===== src/hw/rtl/irt8_pkg.sv =====
// Shared constants, codes and types for the intensity range to 8-bit converter.
package irt8_pkg;

    // Field widths
    localparam int SAMPLE_W      = 32;
    localparam int U16_W         = 16;
    localparam int PIX_W         = 8;
    localparam int FRACTION_BITS = 16;
    localparam int FULL_SCALE    = (1 << PIX_W) - 1;

    // Divider sizing: numerator is diff * 255, divisor up to 32 bits
    localparam int DEN_W     = SAMPLE_W;
    localparam int NUM_W     = DEN_W + PIX_W;
    localparam int QUO_W     = PIX_W + 1;
    localparam int DIV_STEPS = QUO_W;
    localparam int CNT_W     = $clog2(DIV_STEPS);

    // Item and format codes
    localparam logic MODE_SCAN    = 1'b0;
    localparam logic MODE_CONVERT = 1'b1;
    localparam logic FMT_UNSIGNED = 1'b0;
    localparam logic FMT_SIGNED   = 1'b1;

    // Sequencer states
    typedef enum logic [2:0] {
        ST_IDLE,
        ST_EXEC,
        ST_MUL,
        ST_DIV,
        ST_DONE
    } t_state;

    // Divider start request
    typedef struct packed {
        logic             start;
        logic [NUM_W-1:0] num;
        logic [DEN_W-1:0] den;
    } t_div_req;

    // Divider completion status
    typedef struct packed {
        logic             done;
        logic [PIX_W-1:0] quot;
    } t_div_rsp;

endpackage


===== src/hw/rtl/irt8_div.sv =====
// Radix-2 restoring divider with a saturated 8-bit quotient.
module irt8_div (
    input  logic               i_clk,
    input  logic               i_rst_n,
    input  irt8_pkg::t_div_req i_req,
    output irt8_pkg::t_div_rsp o_rsp
);
    import irt8_pkg::*;

    logic             r_busy, n_busy;
    logic             r_done, n_done;
    logic [CNT_W-1:0] r_cnt, n_cnt;
    logic [NUM_W-1:0] r_rem, n_rem;
    logic [NUM_W-1:0] r_dsh, n_dsh;
    logic [QUO_W-1:0] r_quo, n_quo;
    logic             ge;

    // One compare/subtract per cycle against the shifted divisor
    assign ge = (r_rem >= r_dsh);

    always_comb begin
        n_busy = r_busy;
        n_done = 1'b0;
        n_cnt  = r_cnt;
        n_rem  = r_rem;
        n_dsh  = r_dsh;
        n_quo  = r_quo;
        if (i_req.start) begin
            n_busy = 1'b1;
            n_cnt  = '0;
            n_rem  = i_req.num;
            n_dsh  = {i_req.den, PIX_W'(0)};
            n_quo  = '0;
        end else if (r_busy) begin
            if (ge) begin
                n_rem = r_rem - r_dsh;
            end
            n_quo = {r_quo[QUO_W-2:0], ge};
            n_dsh = r_dsh >> 1;
            n_cnt = r_cnt + CNT_W'(1);
            if (r_cnt == CNT_W'(DIV_STEPS - 1)) begin
                n_busy = 1'b0;
                n_done = 1'b1;
            end
        end
    end

    // Control state
    always_ff @(posedge i_clk) begin
        if (!i_rst_n) begin
            r_busy <= 1'b0;
            r_done <= 1'b0;
            r_cnt  <= '0;
        end else begin
            r_busy <= n_busy;
            r_done <= n_done;
            r_cnt  <= n_cnt;
        end
    end

    // Datapath
    always_ff @(posedge i_clk) begin
        r_rem <= n_rem;
        r_dsh <= n_dsh;
        r_quo <= n_quo;
    end

    // A quotient of 256 or more saturates to full scale
    assign o_rsp.done = r_done;
    assign o_rsp.quot = r_quo[QUO_W-1] ? PIX_W'(FULL_SCALE) : r_quo[PIX_W-1:0];

endmodule


===== src/hw/rtl/intensity_range_to_8bit.sv =====
// Top level: two-pass min/max intensity normalization to 8-bit pixels.
// Scan item: passes through ST_EXEC and back to ready after its transfer, no result.
// Convert item with direct result (passthrough, equal range, below min): ST_EXEC, then ST_DONE.
// Convert item needing the range division: ST_EXEC, ST_MUL, ST_DIV, ST_DONE, waiting on the 9-step shared divider.
// One item in flight; the finished pixel sits in an output register while the next item enters.
// Synchronous active-low reset clears control state, the format register and min/max to zero.
module intensity_range_to_8bit (
    input  logic                                 i_clk,
    input  logic                                 i_rst_n,
    input  logic                                 i_in_valid,
    output logic                                 o_in_stall,
    input  logic                                 i_mode,
    input  logic                                 i_first_of_scan,
    input  logic signed [irt8_pkg::SAMPLE_W-1:0] i_sample,
    output logic                                 o_out_valid,
    input  logic                                 i_out_stall,
    output logic [irt8_pkg::PIX_W-1:0]           o_pixel_out,
    input  logic                                 i_cfg_we,
    input  logic                                 i_cfg_data
);
    import irt8_pkg::*;

    t_state              r_state, n_state;
    logic                r_format;
    logic                r_mode;
    logic                r_first;
    logic [SAMPLE_W-1:0] r_sample;
    logic [SAMPLE_W-1:0] r_max, n_max;
    logic [SAMPLE_W-1:0] r_min, n_min;
    logic [DEN_W-1:0]    r_diff, n_diff;
    logic [DEN_W-1:0]    r_den, n_den;
    logic [PIX_W-1:0]    r_res, n_res;
    logic                r_out_valid;
    logic [PIX_W-1:0]    r_pixel;
    logic                load_out;
    logic                in_acc;
    t_div_req            div_req;
    t_div_rsp            div_rsp;

    logic [U16_W-1:0]        u_val;
    logic [U16_W-1:0]        u_max;
    logic [U16_W-1:0]        u_min;
    logic                    s_range;
    logic signed [SAMPLE_W:0] s_diff;
    logic signed [SAMPLE_W:0] s_den;
    logic                    s_neg;
    logic [SAMPLE_W-1:0]     s_mag;
    logic [SAMPLE_W-1:0]     s_int;
    logic [PIX_W-1:0]        eq_pix;

    assign in_acc     = i_in_valid && !o_in_stall;
    assign o_in_stall = (r_state != ST_IDLE);

    // Unsigned view of sample and range
    assign u_val = r_sample[U16_W-1:0];
    assign u_max = r_max[U16_W-1:0];
    assign u_min = r_min[U16_W-1:0];

    // Signed range and offset from min
    assign s_range = $signed(r_max) > $signed(r_min);
    assign s_diff  = $signed({r_sample[SAMPLE_W-1], r_sample})
                   - $signed({r_min[SAMPLE_W-1], r_min});
    assign s_den   = $signed({r_max[SAMPLE_W-1], r_max})
                   - $signed({r_min[SAMPLE_W-1], r_min});

    // Equal range: integer part truncated toward zero, low byte
    assign s_neg  = r_sample[SAMPLE_W-1];
    assign s_mag  = s_neg ? (~r_sample + SAMPLE_W'(1)) : r_sample;
    assign s_int  = s_mag >> FRACTION_BITS;
    assign eq_pix = s_neg ? (PIX_W'(0) - s_int[PIX_W-1:0]) : s_int[PIX_W-1:0];

    // Sequencer
    always_comb begin
        n_state       = r_state;
        n_max         = r_max;
        n_min         = r_min;
        n_diff        = r_diff;
        n_den         = r_den;
        n_res         = r_res;
        div_req.start = 1'b0;
        // Divider operands: diff * 255 as a shift and subtract
        div_req.num   = (NUM_W'(r_diff) << PIX_W) - NUM_W'(r_diff);
        div_req.den   = r_den;
        load_out      = 1'b0;
        case (r_state)
            ST_IDLE: begin
                if (in_acc) begin
                    n_state = ST_EXEC;
                end
            end
            ST_EXEC: begin
                if (r_mode == MODE_SCAN) begin
                    // Range tracking
                    if (r_format == FMT_UNSIGNED) begin
                        if (r_first) begin
                            n_max = SAMPLE_W'(u_val);
                            n_min = SAMPLE_W'(u_val);
                        end else begin
                            if (u_val > u_max) n_max = SAMPLE_W'(u_val);
                            if (u_val < u_min) n_min = SAMPLE_W'(u_val);
                        end
                    end else begin
                        if (r_first) begin
                            n_max = r_sample;
                            n_min = r_sample;
                        end else begin
                            if ($signed(r_sample) > $signed(r_max)) n_max = r_sample;
                            if ($signed(r_sample) < $signed(r_min)) n_min = r_sample;
                        end
                    end
                    n_state = ST_IDLE;
                end else if (r_format == FMT_UNSIGNED) begin
                    if (u_max <= U16_W'(FULL_SCALE)) begin
                        n_res   = u_val[PIX_W-1:0];
                        n_state = ST_DONE;
                    end else begin
                        n_diff  = DEN_W'(u_val);
                        n_den   = DEN_W'(u_max);
                        n_state = ST_MUL;
                    end
                end else begin
                    if (!s_range) begin
                        n_res   = eq_pix;
                        n_state = ST_DONE;
                    end else if (s_diff[SAMPLE_W]) begin
                        n_res   = '0;
                        n_state = ST_DONE;
                    end else begin
                        n_diff  = s_diff[DEN_W-1:0];
                        n_den   = s_den[DEN_W-1:0];
                        n_state = ST_MUL;
                    end
                end
            end
            ST_MUL: begin
                div_req.start = 1'b1;
                n_state       = ST_DIV;
            end
            ST_DIV: begin
                if (div_rsp.done) begin
                    n_res   = div_rsp.quot;
                    n_state = ST_DONE;
                end
            end
            ST_DONE: begin
                if (!r_out_valid || !i_out_stall) begin
                    load_out = 1'b1;
                    n_state  = ST_IDLE;
                end
            end
            default: begin
                n_state = ST_IDLE;
            end
        endcase
    end

    // Control state, format register and range
    always_ff @(posedge i_clk) begin
        if (!i_rst_n) begin
            r_state  <= ST_IDLE;
            r_format <= FMT_UNSIGNED;
            r_max    <= '0;
            r_min    <= '0;
        end else begin
            r_state <= n_state;
            r_max   <= n_max;
            r_min   <= n_min;
            if (i_cfg_we) begin
                r_format <= i_cfg_data;
            end
        end
    end

    // Item capture and working registers
    always_ff @(posedge i_clk) begin
        if (in_acc) begin
            r_mode   <= i_mode;
            r_first  <= i_first_of_scan;
            r_sample <= i_sample;
        end
        r_diff <= n_diff;
        r_den  <= n_den;
        r_res  <= n_res;
    end

    // Output register
    always_ff @(posedge i_clk) begin
        if (!i_rst_n) begin
            r_out_valid <= 1'b0;
        end else if (load_out) begin
            r_out_valid <= 1'b1;
        end else if (!i_out_stall) begin
            r_out_valid <= 1'b0;
        end
    end

    always_ff @(posedge i_clk) begin
        if (load_out) begin
            r_pixel <= r_res;
        end
    end

    assign o_out_valid = r_out_valid;
    assign o_pixel_out = r_pixel;

    // Shared divider
    irt8_div u_div (
        .i_clk   (i_clk),
        .i_rst_n (i_rst_n),
        .i_req   (div_req),
        .o_rsp   (div_rsp)
    );

    // A scan item passes through ST_EXEC and returns to ready after its transfer
    assert property (@(posedge i_clk) disable iff (!i_rst_n)
        (in_acc && i_mode == MODE_SCAN) |-> ##2 (r_state == ST_IDLE))
        else $error("scan item did not complete in two cycles");

    // Divider completion only while the sequencer waits on it
    assert property (@(posedge i_clk) disable iff (!i_rst_n)
        div_rsp.done |-> (r_state == ST_DIV))
        else $error("divider done outside wait state");

    // A finished pixel with a free output register is presented next cycle
    assert property (@(posedge i_clk) disable iff (!i_rst_n)
        (r_state == ST_DONE && !r_out_valid) |=> (o_out_valid && r_state == ST_IDLE))
        else $error("finished pixel not presented");

    // First scan item collapses the range to one value
    assert property (@(posedge i_clk) disable iff (!i_rst_n)
        (r_state == ST_EXEC && r_mode == MODE_SCAN && r_first) |=> (r_max == r_min))
        else $error("range not restarted on first scan item");

endmodule


===== config.mk =====
export PLATFORM = sky130hd
export DESIGN_NAME = intensity_range_to_8bit
export DESIGN_NICKNAME = d
export VERILOG_FILES = /design/src/hw/rtl/irt8_pkg.sv /design/src/hw/rtl/irt8_div.sv /design/src/hw/rtl/intensity_range_to_8bit.sv
export SDC_FILE = /design/constraint.sdc
export NUM_CORES = 1
export LEC_CHECK = 0
export ABC_AREA = 1
export BUFFER_PORTS_ARGS = -buffer_cell sky130_fd_sc_hd__clkbuf_2
export CAP_MARGIN = 30
export CORE_ASPECT_RATIO = 0.9
export CORE_MARGIN = 10
export CORE_UTILIZATION = 44
export DETAILED_ROUTE_END_ITERATION = 10
export PLACE_DENSITY = 0.63
export RECOVER_POWER = 100
export SETUP_SLACK_MARGIN = 0.15
export SYNTH_ARGS = -nofsm -noshare
export SYNTH_HDL_FRONTEND = slang
export SYNTH_SLANG_ARGS = --single-unit

===== constraint.sdc =====
create_clock -name i_clk -period 6.3 [get_ports i_clk]
set_input_delay 1.26 -clock i_clk [delete_from_list [all_inputs] [get_ports i_clk]]
set_output_delay 1.26 -clock i_clk [all_outputs]
set_load 0.05 [all_outputs]

==> results.txt <==
first-pass GRT wire length -> 111,000 um
crit path launch type -> flop
adder-cell area share of the yosys netlist -> 0.101
period utilization -> 0.740
Least-Margin Pin Slew -> 2.92 ns
Max-cap violations -> 9
Post-synth ARST share -> 0
fmax -> 0.215 GHz
status -> finished, violations left
failing checks -> capacitance limit, slew limit
Synth Area in Compound Gates -> 0.174
hold slack -> 0.429 ns
register area share after synthesis -> 0.355
total grt overflow -> 0
Clock Latency Late Sink -> 0.57 ns
RSZ-0062 raised after global routing -> no
Crit. End Element -> flop
top cell type's share of synthesized area -> 0.267
Hold Violations, Final -> 0
endpoints failing setup -> 0
initial antenna violation count -> 0
commonest non-fill, non-tap cell in the layout -> nand2_1
maximum VDD drop -> 0.193 mV
synth warn -> 0
Final Skew -> 0.0355 ns
commonest cells after routing, fill and taps aside -> nand2_1, inv_1, nor2_1
iteration count of the initial detailed-routing pass -> 6
Min Clock Period, post-route -> 4.66 ns
Final Non-Filler Cells -> 3,649
Worst EP arrival -> 4.65 ns
slowest CP cell -> clkbuf_1
Post-Synthesis Cells -> 2,972
largest family of logic cells by synthesized area -> simple AND/OR/NAND/NOR gates
FF+latch count, synth -> 278
dpl hpwl -> 58,300 um
Area growth syn-to-layout -> 8.97%
CTS clock-pin slew for the worst setup and hold paths -> 0.06 ns
number of global-route vias before repair -> 19,400
Synth area leader -> edfxtp_1
First DRT Iteration DRCs -> 1,721
CTS tree -> built
I/O pin total -> 50
Post-CTS Setup Inserts -> 0
largest net degree at the start of global routing -> 69
Root Driver -> clkbuf_16
initial core utilization -> 0.447
Critical Path Max Stage Delay -> 2.06 ns
Die ar. -> 0.0567 mm2
Post-synth EDFFs -> 186
Rows -> 75
Min-Delay Path Class -> flop to flop
Synth Area in Simple Gates -> 0.257
most common flop cell mapped by yosys -> edfxtp_1
routability cong. -> 0.967
placed instance count -> 3,589
Die W -> 250 um
pre-CTS WS -> 2.74 ns
Core Area -> 0.0468 mm2
CP max FO -> 64
cell area after synthesis -> 0.0209 mm2
hold_buf cts -> 0
clk sinks -> 278
synth top area cells -> edfxtp_1, nand2_1, ha_1
CTS buffer count -> 34
layout cells sized above 1 -> 0.0382
IO Port Bufs -> 49
Max Slew Vio Count -> 385
Post-DRT Antenna Nets -> 0
Post-route DRC -> 0
WL/cell -> 19.9 um
P per Cell Area -> 265 mW/mm2
fin worst setup slack -> 1.64 ns
post-CTS sizing -> 0
Avg Cell Area, Syn -> 7.05 um2
post-synthesis xor/xnor area fraction -> 0.0180
Slew Limit Headroom -> -0.949
mux cell area share after synthesis -> 0
Detailed Route WL -> 72,600 um
Vias -> 20,200
Via density -> 5.54
clk buf depth -> 3
Tot GR Track Use -> 0.249
Final #Nets -> 3,217
setup TNS -> 0 ns
CP Class -> flop to flop
Distinct cells, synth -> 54
leakage power -> 10.1 nW
Post-Synthesis Net Count -> 3,180
H-tree depth -> 2
worst path required time -> 6.29 ns
# diodes -> 0
crit path cell chain -> inv_1, clkbuf_1, a21oi_1, nand4_1, clkinv_1, clkbuf_2
Die Span Y -> 227 um
-- state kept, by name (all words and copies together), names as in the netlist, 3 cells and up --
| name | flops |
|---|---|
| r_state | 3 |
| r_den | 32 |
| r_sample | 32 |
| r_diff | 32 |
| u_div.r_quo | 9 |
| u_div.r_dsh | 40 |
| r_min | 32 |
| o_pixel_out | 8 |
| u_div.r_rem | 40 |
| r_res | 8 |
| u_div.r_cnt | 4 |
| r_max | 32 |
-- synth_stat cells (3+ instances only) --
library cell / n
a211oi_1: 5
a21boi_0: 5
a21boi_2: 3
a21o_1: 19
a21oi_1: 268
a31oi_1: 37
and3_1: 3
buf_1: 11
buf_2: 8
buf_4: 3
buf_6: 3
clkbuf_1: 38
dfxtp_1: 92
edfxtp_1: 186
fa_1: 3
ha_1: 165
inv_1: 451
inv_2: 4
nand2_1: 685
nand2_2: 7
nand3_1: 151
nand3b_1: 3
nand4_1: 35
nor2_1: 372
nor2_2: 6
nor3_1: 21
nor4_1: 15
o211ai_1: 4
o21a_1: 15
o21ai_0: 199
o21ai_1: 21
o21bai_1: 18
o221ai_1: 4
o22ai_1: 5
o31ai_1: 35
or2_1: 3
or2_2: 6
xnor2_1: 18
xor2_1: 25
-- worst paths after layout --
path              cells after the start  slack (ns)  startpoint        endpoint
setup / recovery                      6        1.64    r_format       r_den[26]
hold / removal                        0        0.43    r_res[4]  o_pixel_out[4]
setup reg to reg                      6        1.64    r_format       r_den[26]
hold reg to reg                       0        0.43    r_res[4]  o_pixel_out[4]
-- metal layers --
| metal | GRT usage | vias to the layer above | share of wire |
|---|---|---|---|
| met3 | 0.0288 | 132 | 0.055 |
| li1 | - | 9978 | - |
| met1 | 0.323 | 9392 | 0.44 |
| met2 | 0.417 | 702 | 0.46 |
| met5 | 0 | - | 0 |
| met4 | 0.101 | 0 | 0.040 |
-- final cells by class --
cell class / count / area (um2)
clock inverter: 19 / 229
sequential: 278 / 7430
multi-input combinational: 2175 / 11500
inverter: 456 / 1710
timing repair buffer: 64 / 304
tap: 616 / 771
fill: 4815 / 24000
clock buffer: 41 / 897
-- power breakdown --
group,switching [mW],internal (mW)
clock network,0.836,1.16
registers,0.111,2.13
logic,1.24,0.566
-- metrics by stage --
step	utilization	total power, mW	cell area (um2)
floorplan	-	3.51	20900
global placement	0.466	4.04	21800
detailed placement	0.466	4.06	21800
CTS	0.490	6.07	22900
global route	0.487	6.38	22800
finish	0.487	6.04	22800
-- logic make-up after synthesis --
family / after synthesis
AO/OA/AOI/OAI: 651
XOR/XNOR: 43
adder cells (fa/ha/maj): 168
buffers and inverters: 519
flip-flops: 278
AND/OR/NAND/NOR: 1313
-- critical path: cells and delay by family (launching register included) --
family,cells,cell delay [ns]
and+or+nand+nor,1,0.25
buffers and inverters,4,3.08
AOI/OAI and AO/OA,1,0.23
DFF,1,0.46
Power figures use the tool's default switching activity.
